<file path="config.mk">
export PLATFORM = sky130hd
export DESIGN_NAME = sha256_byte_stream_hasher
export DESIGN_NICKNAME = d
export VERILOG_FILES = /design/src/design/sha256_pkg.sv /design/src/design/sha256_ctrl.sv /design/src/design/sha256_dp.sv /design/src/design/sha256_byte_stream_hasher.sv
export SDC_FILE = /design/constraint.sdc
export NUM_CORES = 2
export LEC_CHECK = 0
export BUFFER_PORTS_ARGS = -buffer_cell sky130_fd_sc_hd__buf_2
export CORE_MARGIN = 2
export CORE_UTILIZATION = 35
export CTS_CLUSTER_SIZE = 8
export DETAILED_ROUTE_END_ITERATION = 16
export GPL_ROUTABILITY_DRIVEN = 1
export GPL_TIMING_DRIVEN = 0
export REMOVE_ABC_BUFFERS = 1
export SYNTH_ARGS = -nofsm -noshare
export SYNTH_HDL_FRONTEND = slang
export SYNTH_SLANG_ARGS = --single-unit
</file>
<file path="constraint.sdc">
create_clock -name clk -period 10.25 [get_ports clk]
set_input_delay 1.025 -clock clk [delete_from_list [all_inputs] [get_ports clk]]
set_output_delay 1.025 -clock clk [all_outputs]
set_load 0.03 [all_outputs]
</file>
<file path="src/design/sha256_pkg.sv">
package sha256_pkg;

    typedef enum logic [2:0] {
        ST_IDLE,
        ST_ROUND,
        ST_FINAL,
        ST_PAD,
        ST_EMIT
    } state_t;

    typedef struct packed {
        logic       take_byte;
        logic       pad_byte;
        logic       start_block;
        logic       round_step;
        logic       add_hash;
        logic       init_hash;
        logic [2:0] emit_sel;
    } cmd_t;

    typedef struct packed {
        logic       block_full;
        logic       last_round;
        logic       len_done;
        logic [6:0] fill;
    } status_t;

    localparam logic [31:0] ROUND_K [64] = '{
        32'h428a2f98, 32'h71374491, 32'hb5c0fbcf, 32'he9b5dba5,
        32'h3956c25b, 32'h59f111f1, 32'h923f82a4, 32'hab1c5ed5,
        32'hd807aa98, 32'h12835b01, 32'h243185be, 32'h550c7dc3,
        32'h72be5d74, 32'h80deb1fe, 32'h9bdc06a7, 32'hc19bf174,
        32'he49b69c1, 32'hefbe4786, 32'h0fc19dc6, 32'h240ca1cc,
        32'h2de92c6f, 32'h4a7484aa, 32'h5cb0a9dc, 32'h76f988da,
        32'h983e5152, 32'ha831c66d, 32'hb00327c8, 32'hbf597fc7,
        32'hc6e00bf3, 32'hd5a79147, 32'h06ca6351, 32'h14292967,
        32'h27b70a85, 32'h2e1b2138, 32'h4d2c6dfc, 32'h53380d13,
        32'h650a7354, 32'h766a0abb, 32'h81c2c92e, 32'h92722c85,
        32'ha2bfe8a1, 32'ha81a664b, 32'hc24b8b70, 32'hc76c51a3,
        32'hd192e819, 32'hd6990624, 32'hf40e3585, 32'h106aa070,
        32'h19a4c116, 32'h1e376c08, 32'h2748774c, 32'h34b0bcb5,
        32'h391c0cb3, 32'h4ed8aa4a, 32'h5b9cca4f, 32'h682e6ff3,
        32'h748f82ee, 32'h78a5636f, 32'h84c87814, 32'h8cc70208,
        32'h90befffa, 32'ha4506ceb, 32'hbef9a3f7, 32'hc67178f2
    };

    localparam logic [31:0] START_HASH [8] = '{
        32'h6a09e667, 32'hbb67ae85, 32'h3c6ef372, 32'ha54ff53a,
        32'h510e527f, 32'h9b05688c, 32'h1f83d9ab, 32'h5be0cd19
    };

    localparam logic [6:0] BLOCK_BYTES = 7'd64;
    localparam logic [6:0] LEN_START   = 7'd56;
    localparam logic [7:0] PAD_MARK    = 8'h80;

    function automatic logic [31:0] ror(input logic [31:0] v, input int n);
        ror = (v >> n) | (v << (32 - n));
    endfunction

endpackage

</file>
<file path="src/design/sha256_ctrl.sv">
module sha256_ctrl (
    input  logic                clk,
    input  logic                rst_n,
    input  logic                in_valid,
    input  logic                in_present,
    input  logic                in_end,
    output logic                in_ready,
    output logic                out_valid,
    input  logic                out_ready,
    output logic                out_last,
    input  sha256_pkg::status_t status,
    output sha256_pkg::cmd_t    cmd
);

    sha256_pkg::state_t state_reg, state_next;
    logic               fin_reg, fin_next;
    logic [2:0]         idx_reg, idx_next;

    always_ff @(posedge clk or negedge rst_n)
    begin
        if (!rst_n)
        begin
            state_reg <= sha256_pkg::ST_IDLE;
            fin_reg   <= 1'b0;
            idx_reg   <= 3'd0;
        end
        else
        begin
            state_reg <= state_next;
            fin_reg   <= fin_next;
            idx_reg   <= idx_next;
        end
    end

    // fin_reg: closing sequence; padding in progress
    always_comb
    begin
        state_next = state_reg;
        fin_next   = fin_reg;
        idx_next   = idx_reg;
        case (state_reg)
            sha256_pkg::ST_IDLE:
            begin
                if (in_valid)
                begin
                    if (in_present && status.fill == sha256_pkg::BLOCK_BYTES - 7'd1)
                    begin
                        state_next = sha256_pkg::ST_ROUND;
                        fin_next   = in_end;
                    end
                    else if (in_end)
                    begin
                        state_next = sha256_pkg::ST_PAD;
                        fin_next   = 1'b1;
                    end
                end
            end
            sha256_pkg::ST_PAD:
            begin
                if (status.block_full)
                    state_next = sha256_pkg::ST_ROUND;
            end
            sha256_pkg::ST_ROUND:
            begin
                if (status.last_round)
                    state_next = sha256_pkg::ST_FINAL;
            end
            sha256_pkg::ST_FINAL:
            begin
                if (!fin_reg)
                    state_next = sha256_pkg::ST_IDLE;
                else if (status.len_done)
                    state_next = sha256_pkg::ST_EMIT;
                else
                    state_next = sha256_pkg::ST_PAD;
                idx_next = 3'd0;
            end
            sha256_pkg::ST_EMIT:
            begin
                if (out_ready)
                begin
                    idx_next = idx_reg + 3'd1;
                    if (idx_reg == 3'd7)
                    begin
                        state_next = sha256_pkg::ST_IDLE;
                        fin_next   = 1'b0;
                    end
                end
            end
            default:
                state_next = sha256_pkg::ST_IDLE;
        endcase
    end

    always_comb
    begin
        cmd       = '0;
        in_ready  = 1'b0;
        out_valid = 1'b0;
        out_last  = 1'b0;
        cmd.emit_sel = idx_reg;
        case (state_reg)
            sha256_pkg::ST_IDLE:
            begin
                in_ready      = 1'b1;
                cmd.take_byte = in_valid && in_present;
                cmd.pad_byte  = in_valid && in_end
                                && !(in_present && status.fill == sha256_pkg::BLOCK_BYTES - 7'd1);
                cmd.start_block = in_valid && in_present
                                  && status.fill == sha256_pkg::BLOCK_BYTES - 7'd1;
            end
            sha256_pkg::ST_PAD:
            begin
                cmd.pad_byte    = !status.block_full;
                cmd.start_block = status.block_full;
            end
            sha256_pkg::ST_ROUND:
                cmd.round_step = 1'b1;
            sha256_pkg::ST_FINAL:
                cmd.add_hash = 1'b1;
            sha256_pkg::ST_EMIT:
            begin
                out_valid    = 1'b1;
                out_last     = idx_reg == 3'd7;
                cmd.init_hash = out_ready && idx_reg == 3'd7;
            end
            default:
                cmd = '0;
        endcase
    end

endmodule

</file>
<file path="src/design/sha256_dp.sv">
module sha256_dp (
    input  logic                clk,
    input  logic                rst_n,
    input  logic [7:0]          in_byte,
    input  sha256_pkg::cmd_t    cmd,
    output sha256_pkg::status_t status,
    output logic [31:0]         digest
);

    logic [31:0] hash_reg [8];
    logic [31:0] v_reg [8];
    logic [31:0] w_reg [16];
    logic [63:0] bits_reg;
    logic [6:0]  fill_reg;
    logic [5:0]  rnd_reg;
    logic        pend_reg;      // padding mark already placed
    logic        full_reg;
    logic        len_ok_reg;
    logic        done_reg;

    logic [31:0] w_cur, w_new, s0, s1, t1, t2;
    logic [7:0]  pad_val;
    logic [5:0]  fpos;
    logic [63:0] len_word;
    logic [2:0]  lsel;

    assign fpos     = fill_reg[5:0];
    assign len_word = bits_reg;
    assign lsel     = 3'd7 - fpos[2:0];
    assign pad_val  = !pend_reg ? sha256_pkg::PAD_MARK :
                      (fill_reg >= sha256_pkg::LEN_START && len_ok_reg)
                      ? len_word[lsel*8 +: 8] : 8'h00;

    assign s0 = sha256_pkg::ror(w_reg[1], 7) ^ sha256_pkg::ror(w_reg[1], 18)
                ^ (w_reg[1] >> 3);
    assign s1 = sha256_pkg::ror(w_reg[14], 17) ^ sha256_pkg::ror(w_reg[14], 19)
                ^ (w_reg[14] >> 10);
    assign w_new = w_reg[0] + s0 + w_reg[9] + s1;
    assign w_cur = (rnd_reg < 6'd16) ? w_reg[0] : w_new;

    assign t1 = v_reg[7]
              + (sha256_pkg::ror(v_reg[4], 6) ^ sha256_pkg::ror(v_reg[4], 11)
                 ^ sha256_pkg::ror(v_reg[4], 25))
              + ((v_reg[4] & v_reg[5]) ^ (~v_reg[4] & v_reg[6]))
              + sha256_pkg::ROUND_K[rnd_reg] + w_cur;
    assign t2 = (sha256_pkg::ror(v_reg[0], 2) ^ sha256_pkg::ror(v_reg[0], 13)
                 ^ sha256_pkg::ror(v_reg[0], 22))
              + ((v_reg[0] & v_reg[1]) ^ (v_reg[0] & v_reg[2]) ^ (v_reg[1] & v_reg[2]));

    assign status.block_full = full_reg;
    assign status.last_round = rnd_reg == 6'd63;
    assign status.len_done   = done_reg;
    assign status.fill       = fill_reg;
    assign digest            = hash_reg[cmd.emit_sel];

    always_ff @(posedge clk)
    begin
        if (cmd.take_byte || cmd.pad_byte)
            w_reg[fpos[5:2]][{~fpos[1:0], 3'b000} +: 8] <= cmd.take_byte ? in_byte : pad_val;
        else if (cmd.round_step)
        begin
            for (int i = 0; i < 15; i++)
                w_reg[i] <= w_reg[i+1];
            w_reg[15] <= w_cur;
        end
        if (cmd.start_block)
        begin
            for (int i = 0; i < 8; i++)
                v_reg[i] <= hash_reg[i];
        end
        else if (cmd.round_step)
        begin
            v_reg[7] <= v_reg[6];
            v_reg[6] <= v_reg[5];
            v_reg[5] <= v_reg[4];
            v_reg[4] <= v_reg[3] + t1;
            v_reg[3] <= v_reg[2];
            v_reg[2] <= v_reg[1];
            v_reg[1] <= v_reg[0];
            v_reg[0] <= t1 + t2;
        end
    end

    // w_reg[0] holds schedule word for rounds 0-15; later rounds use w_new from i-16, i-15, i-7, i-2
    always_ff @(posedge clk or negedge rst_n)
    begin
        if (!rst_n)
        begin
            for (int i = 0; i < 8; i++)
                hash_reg[i] <= sha256_pkg::START_HASH[i];
            bits_reg   <= '0;
            fill_reg   <= '0;
            rnd_reg    <= '0;
            pend_reg   <= 1'b0;
            full_reg   <= 1'b0;
            len_ok_reg <= 1'b0;
            done_reg   <= 1'b0;
        end
        else
        begin
            if (cmd.take_byte)
            begin
                bits_reg <= bits_reg + 64'd8;
                fill_reg <= (fill_reg == sha256_pkg::BLOCK_BYTES - 7'd1) ? 7'd0
                            : fill_reg + 7'd1;
            end
            else if (cmd.pad_byte)
            begin
                pend_reg <= 1'b1;
                full_reg <= fill_reg == sha256_pkg::BLOCK_BYTES - 7'd1;
                fill_reg <= (fill_reg == sha256_pkg::BLOCK_BYTES - 7'd1) ? 7'd0
                            : fill_reg + 7'd1;
                if ((!pend_reg && fill_reg < sha256_pkg::LEN_START)
                    || (pend_reg && fill_reg == 7'd0))
                    len_ok_reg <= 1'b1;
                if (len_ok_reg && fill_reg == sha256_pkg::BLOCK_BYTES - 7'd1)
                    done_reg <= 1'b1;
            end
            if (cmd.start_block)
            begin
                rnd_reg  <= '0;
                full_reg <= 1'b0;
            end
            else if (cmd.round_step)
                rnd_reg <= rnd_reg + 6'd1;
            if (cmd.add_hash)
                for (int i = 0; i < 8; i++)
                    hash_reg[i] <= hash_reg[i] + v_reg[i];
            if (cmd.init_hash)
            begin
                for (int i = 0; i < 8; i++)
                    hash_reg[i] <= sha256_pkg::START_HASH[i];
                bits_reg   <= '0;
                fill_reg   <= '0;
                pend_reg   <= 1'b0;
                len_ok_reg <= 1'b0;
                done_reg   <= 1'b0;
            end
        end
    end

endmodule

</file>
<file path="src/design/sha256_byte_stream_hasher.sv">
// One byte item per cycle while a block fills; a full block stalls input for
// 64 compression rounds (one round per cycle) and the hash-add step.
// End of message: padding bytes one per cycle up to 64 per block, one or
// two compressions, then eight digest items, one per cycle when taken.
// Reset (rst_n low, asynchronous) loads the initial hash values and clears
// the bit count, fill count and controller state.
module sha256_byte_stream_hasher (
    input  logic        clk,
    input  logic        rst_n,
    input  logic        s_axis_tvalid,
    output logic        s_axis_tready,
    input  logic [7:0]  s_axis_tdata,   // [7:0] data_byte
    input  logic        s_axis_tuser,   // byte_present
    input  logic        s_axis_tlast,   // end_of_message
    output logic        m_axis_tvalid,
    input  logic        m_axis_tready,
    output logic [31:0] m_axis_tdata,   // [31:0] digest_word
    output logic [2:0]  m_axis_tuser,   // [2:0] word_index
    output logic        m_axis_tlast    // last_word
);

    sha256_pkg::cmd_t    cmd;
    sha256_pkg::status_t status;

    sha256_ctrl u_ctrl (
        .clk        (clk),
        .rst_n      (rst_n),
        .in_valid   (s_axis_tvalid),
        .in_present (s_axis_tuser),
        .in_end     (s_axis_tlast),
        .in_ready   (s_axis_tready),
        .out_valid  (m_axis_tvalid),
        .out_ready  (m_axis_tready),
        .out_last   (m_axis_tlast),
        .status     (status),
        .cmd        (cmd)
    );

    sha256_dp u_dp (
        .clk     (clk),
        .rst_n   (rst_n),
        .in_byte (s_axis_tdata),
        .cmd     (cmd),
        .status  (status),
        .digest  (m_axis_tdata)
    );

    assign m_axis_tuser = cmd.emit_sel;

endmodule
</file>
==> impl_metrics.py <==
metrics = {
    "global_route": {
        "grt_usage_pct": 22.1,
        "grt_max_degree": 100,
        "grt_pass1_wl_um": 368000,
        "grt_pass1_vias": 58300,
        "antenna_found_initial": 6,
        "grt_overflow": 0,
    },
    "timing": {
        "max-slew-margin-rel_pct": 2.54,
        "hold_violations": 0,
        "fin_crit_sh_pct": 97.5,
        "tightest_slew_ns": 1.44,
        "drv_slew": 0,
        "fin_crit_ns": 9.99,
        "max_freq_mhz": 100,
        "holdWs_ns": 0.143,
        "fin_setup_tns_ns": 0,
        "setup_violations": 0,
        "clock_skew_ns": 0.0355,
    },
    "finish": {
        "final_util_pct": 39.3,
        "final_common_cell": "nand2_1",
        "drive_above_1_share_pct": 7.99,
        "fill_cells": 20700,
        "final_net_count": 8231,
        "area_delta_synth_final_pct": 11.9,
        "most-common-layout-cells": "nand2_1, edfxtp_1, a21o_1",
        "instances_no_fill": 10600,
        "largest_reg_flops": 512,
    },
    "cts": {
        "htreeDepth": 4,
        "clk_pin_slew_ns": 0.06,
        "clockRootBuffer": "clkbuf_16",
        "cts_tree": "done",
        "worstSkewPairLatency_ns": 0.84,
        "clockBufferDepth": 3,
        "cts-buffers-inserted": 158,
        "clock_sinks": 1109,
    },
    "logic_synthesis": {
        "ys.flop_type": "edfxtp_1",
        "synth_seq_area_share_pct": 42.2,
        "syn_avg_cell_area_um2": 9.68,
        "synth.cell_area_mm2": 0.0752,
        "yosys_warnings": 0,
        "synth_area_leader_cell": "edfxtp_1",
        "synth_area_leaders": "edfxtp_1, ha_1, dfrtp_1, a21o_1, nand2_1",
        "synthCells": 7772,
        "ys_types": 80,
        "synth-seq-cells": 1109,
        "synth-edff-count": 768,
        "synth-async-reset-ratio_pct": 30.7,
        "yosys.area.top_type_share_pct": 30.7,
    },
    "critical_path": {
        "path_class": "reg -> reg",
        "r2r_setup_slack_ns": 0.26,
        "critPathArrivalTime_ns": 10.56,
        "max_stage_delay_ns": 0.64,
        "crit_family": "adder cells",
        "cp.required_ns": 10.82,
        "end_kind": "flip-flop",
        "critPathBufInv": 3,
        "crit_slowest_cell": "mux4_2",
        "cp-start-kind": "flip-flop",
        "crit_top_cell": "fa_1",
        "worstPathMaxFanout": 17,
    },
    "routing": {
        "ant_nets": 0,
        "drt_wl_total_um": 246000,
        "drtPass1Iterations": 7,
        "dr_total_vias": 59900,
        "via_per_inst": 5.67,
        "drc": 0,
        "wl_per_cell_um": 23.3,
        "drt_iter0_markers": 6055,
    },
    "placed_design": {
        "port_buffers": 51,
        "gp_congestion": 0.960,
        "dp.cells": 10300,
        "dp_hpwl_um": 179000,
    },
    "die": {
        "initial_core_util_pct": 35.1,
        "die_h_um": 468,
        "core_area_mm2": 0.214,
        "fp.dieW_um": 468,
        "die-area_mm2": 0.219,
        "fp-row-count": 170,
        "io_pins": 52,
    },
    "hold_path": {
        "min_path_type": "in -> async",
    },
    "outcome": {
        "status": "finished, final reports clean",
    },
    "flow_run": {
        "maxCapViolCount": 0,
    },
}
[Yosys cell counts, types with 205 or more instances]
master    count
a21o_1      678
a21oi_1     453
clkbuf_1    425
dfrtp_1     205
edfxtp_1    768
ha_1        412
inv_1       363
nand2_1    1123
nand3_1     233
nor2_1      394
o21ai_0     559
xnor2_1     368
xor2_1      251
[final cells by class]
type,count,area (um2),area share (%)
diodes,7,17.5,0.0208
clock buffers,259,4360,5.18
clock inverters,17,408,0.484
inverters,366,1400,1.66
multi-input cells,5839,41000,48.6
flip-flops and latches,1109,31800,37.7
well taps,2838,3550,4.22
repair buffers,134,1720,2.04
repair inverters,2,12.5,0.0149
[per-stage QoR]
step           setup slack (ns)  area, um2
3_5_place_dp              -1.19      78700
2_1_floorplan             -6.21      73500
3_3_place_gp             -45.32      77300
5_1_grt                 -0.0398      84200
4_1_cts                  0.0166      83800
6_report                  0.261      84200
[final timing paths]
check / depth (start not counted) / start / endpoint
worst max-delay path: 35 / u_dp.rnd_reg[0] / u_dp.v_reg[0][31]
worst min-delay path: 1 / rst_n / u_dp.hash_reg[255]
worst max register to register: 35 / u_dp.rnd_reg[0] / u_dp.v_reg[0][31]
worst min register to register: 1 / u_dp.w_reg[5][30] / u_dp.w_reg[4][30]
max in group asynchronous: 4 / rst_n / u_dp.fill_reg[2]
min in group clk: 1 / u_dp.w_reg[5][30] / u_dp.w_reg[4][30]
[cells by family (layout without fill, tap and decap cells)]
kind of cell	count (synthesis)	count (layout)	share of synthesized area, %
buffers and inverters	824	778	4.12
flip-flops	1109	1109	42.2
adder cells (fa/ha/maj)	625	625	12.3
AO/OA/AOI/OAI	2281	2281	19.7
multiplexers	82	82	1.41
XOR/XNOR	619	619	7.21
other	0	7	0
AND/OR/NAND/NOR	2232	2232	13.1
[per-layer routing]
layer  share of wire [%]  GRT usage [%]  wire, um  vias to the layer above
met1                  43           29.7    106000                    29700
met3                 6.8           3.22     16800                      498
met2                  46           35.4    113000                     2339
li1                    -              -         -                    27400
met5               0.011              0        27                        -
met4                 4.7           9.53     11500                        4
[timing repair]
action | 4_1_cts | 5_1_grt
setup endpoints to repair | 26 | 19
cloned | 1 | 1
pin swaps | 7 | 21
gates resized for setup | 53 | 55
hold buffers | 0 | 0
buffers inserted | 12 | 9
Power is not shown: default switching activity piles up to over one toggle a cycle in this logic, so the estimate is an artifact.
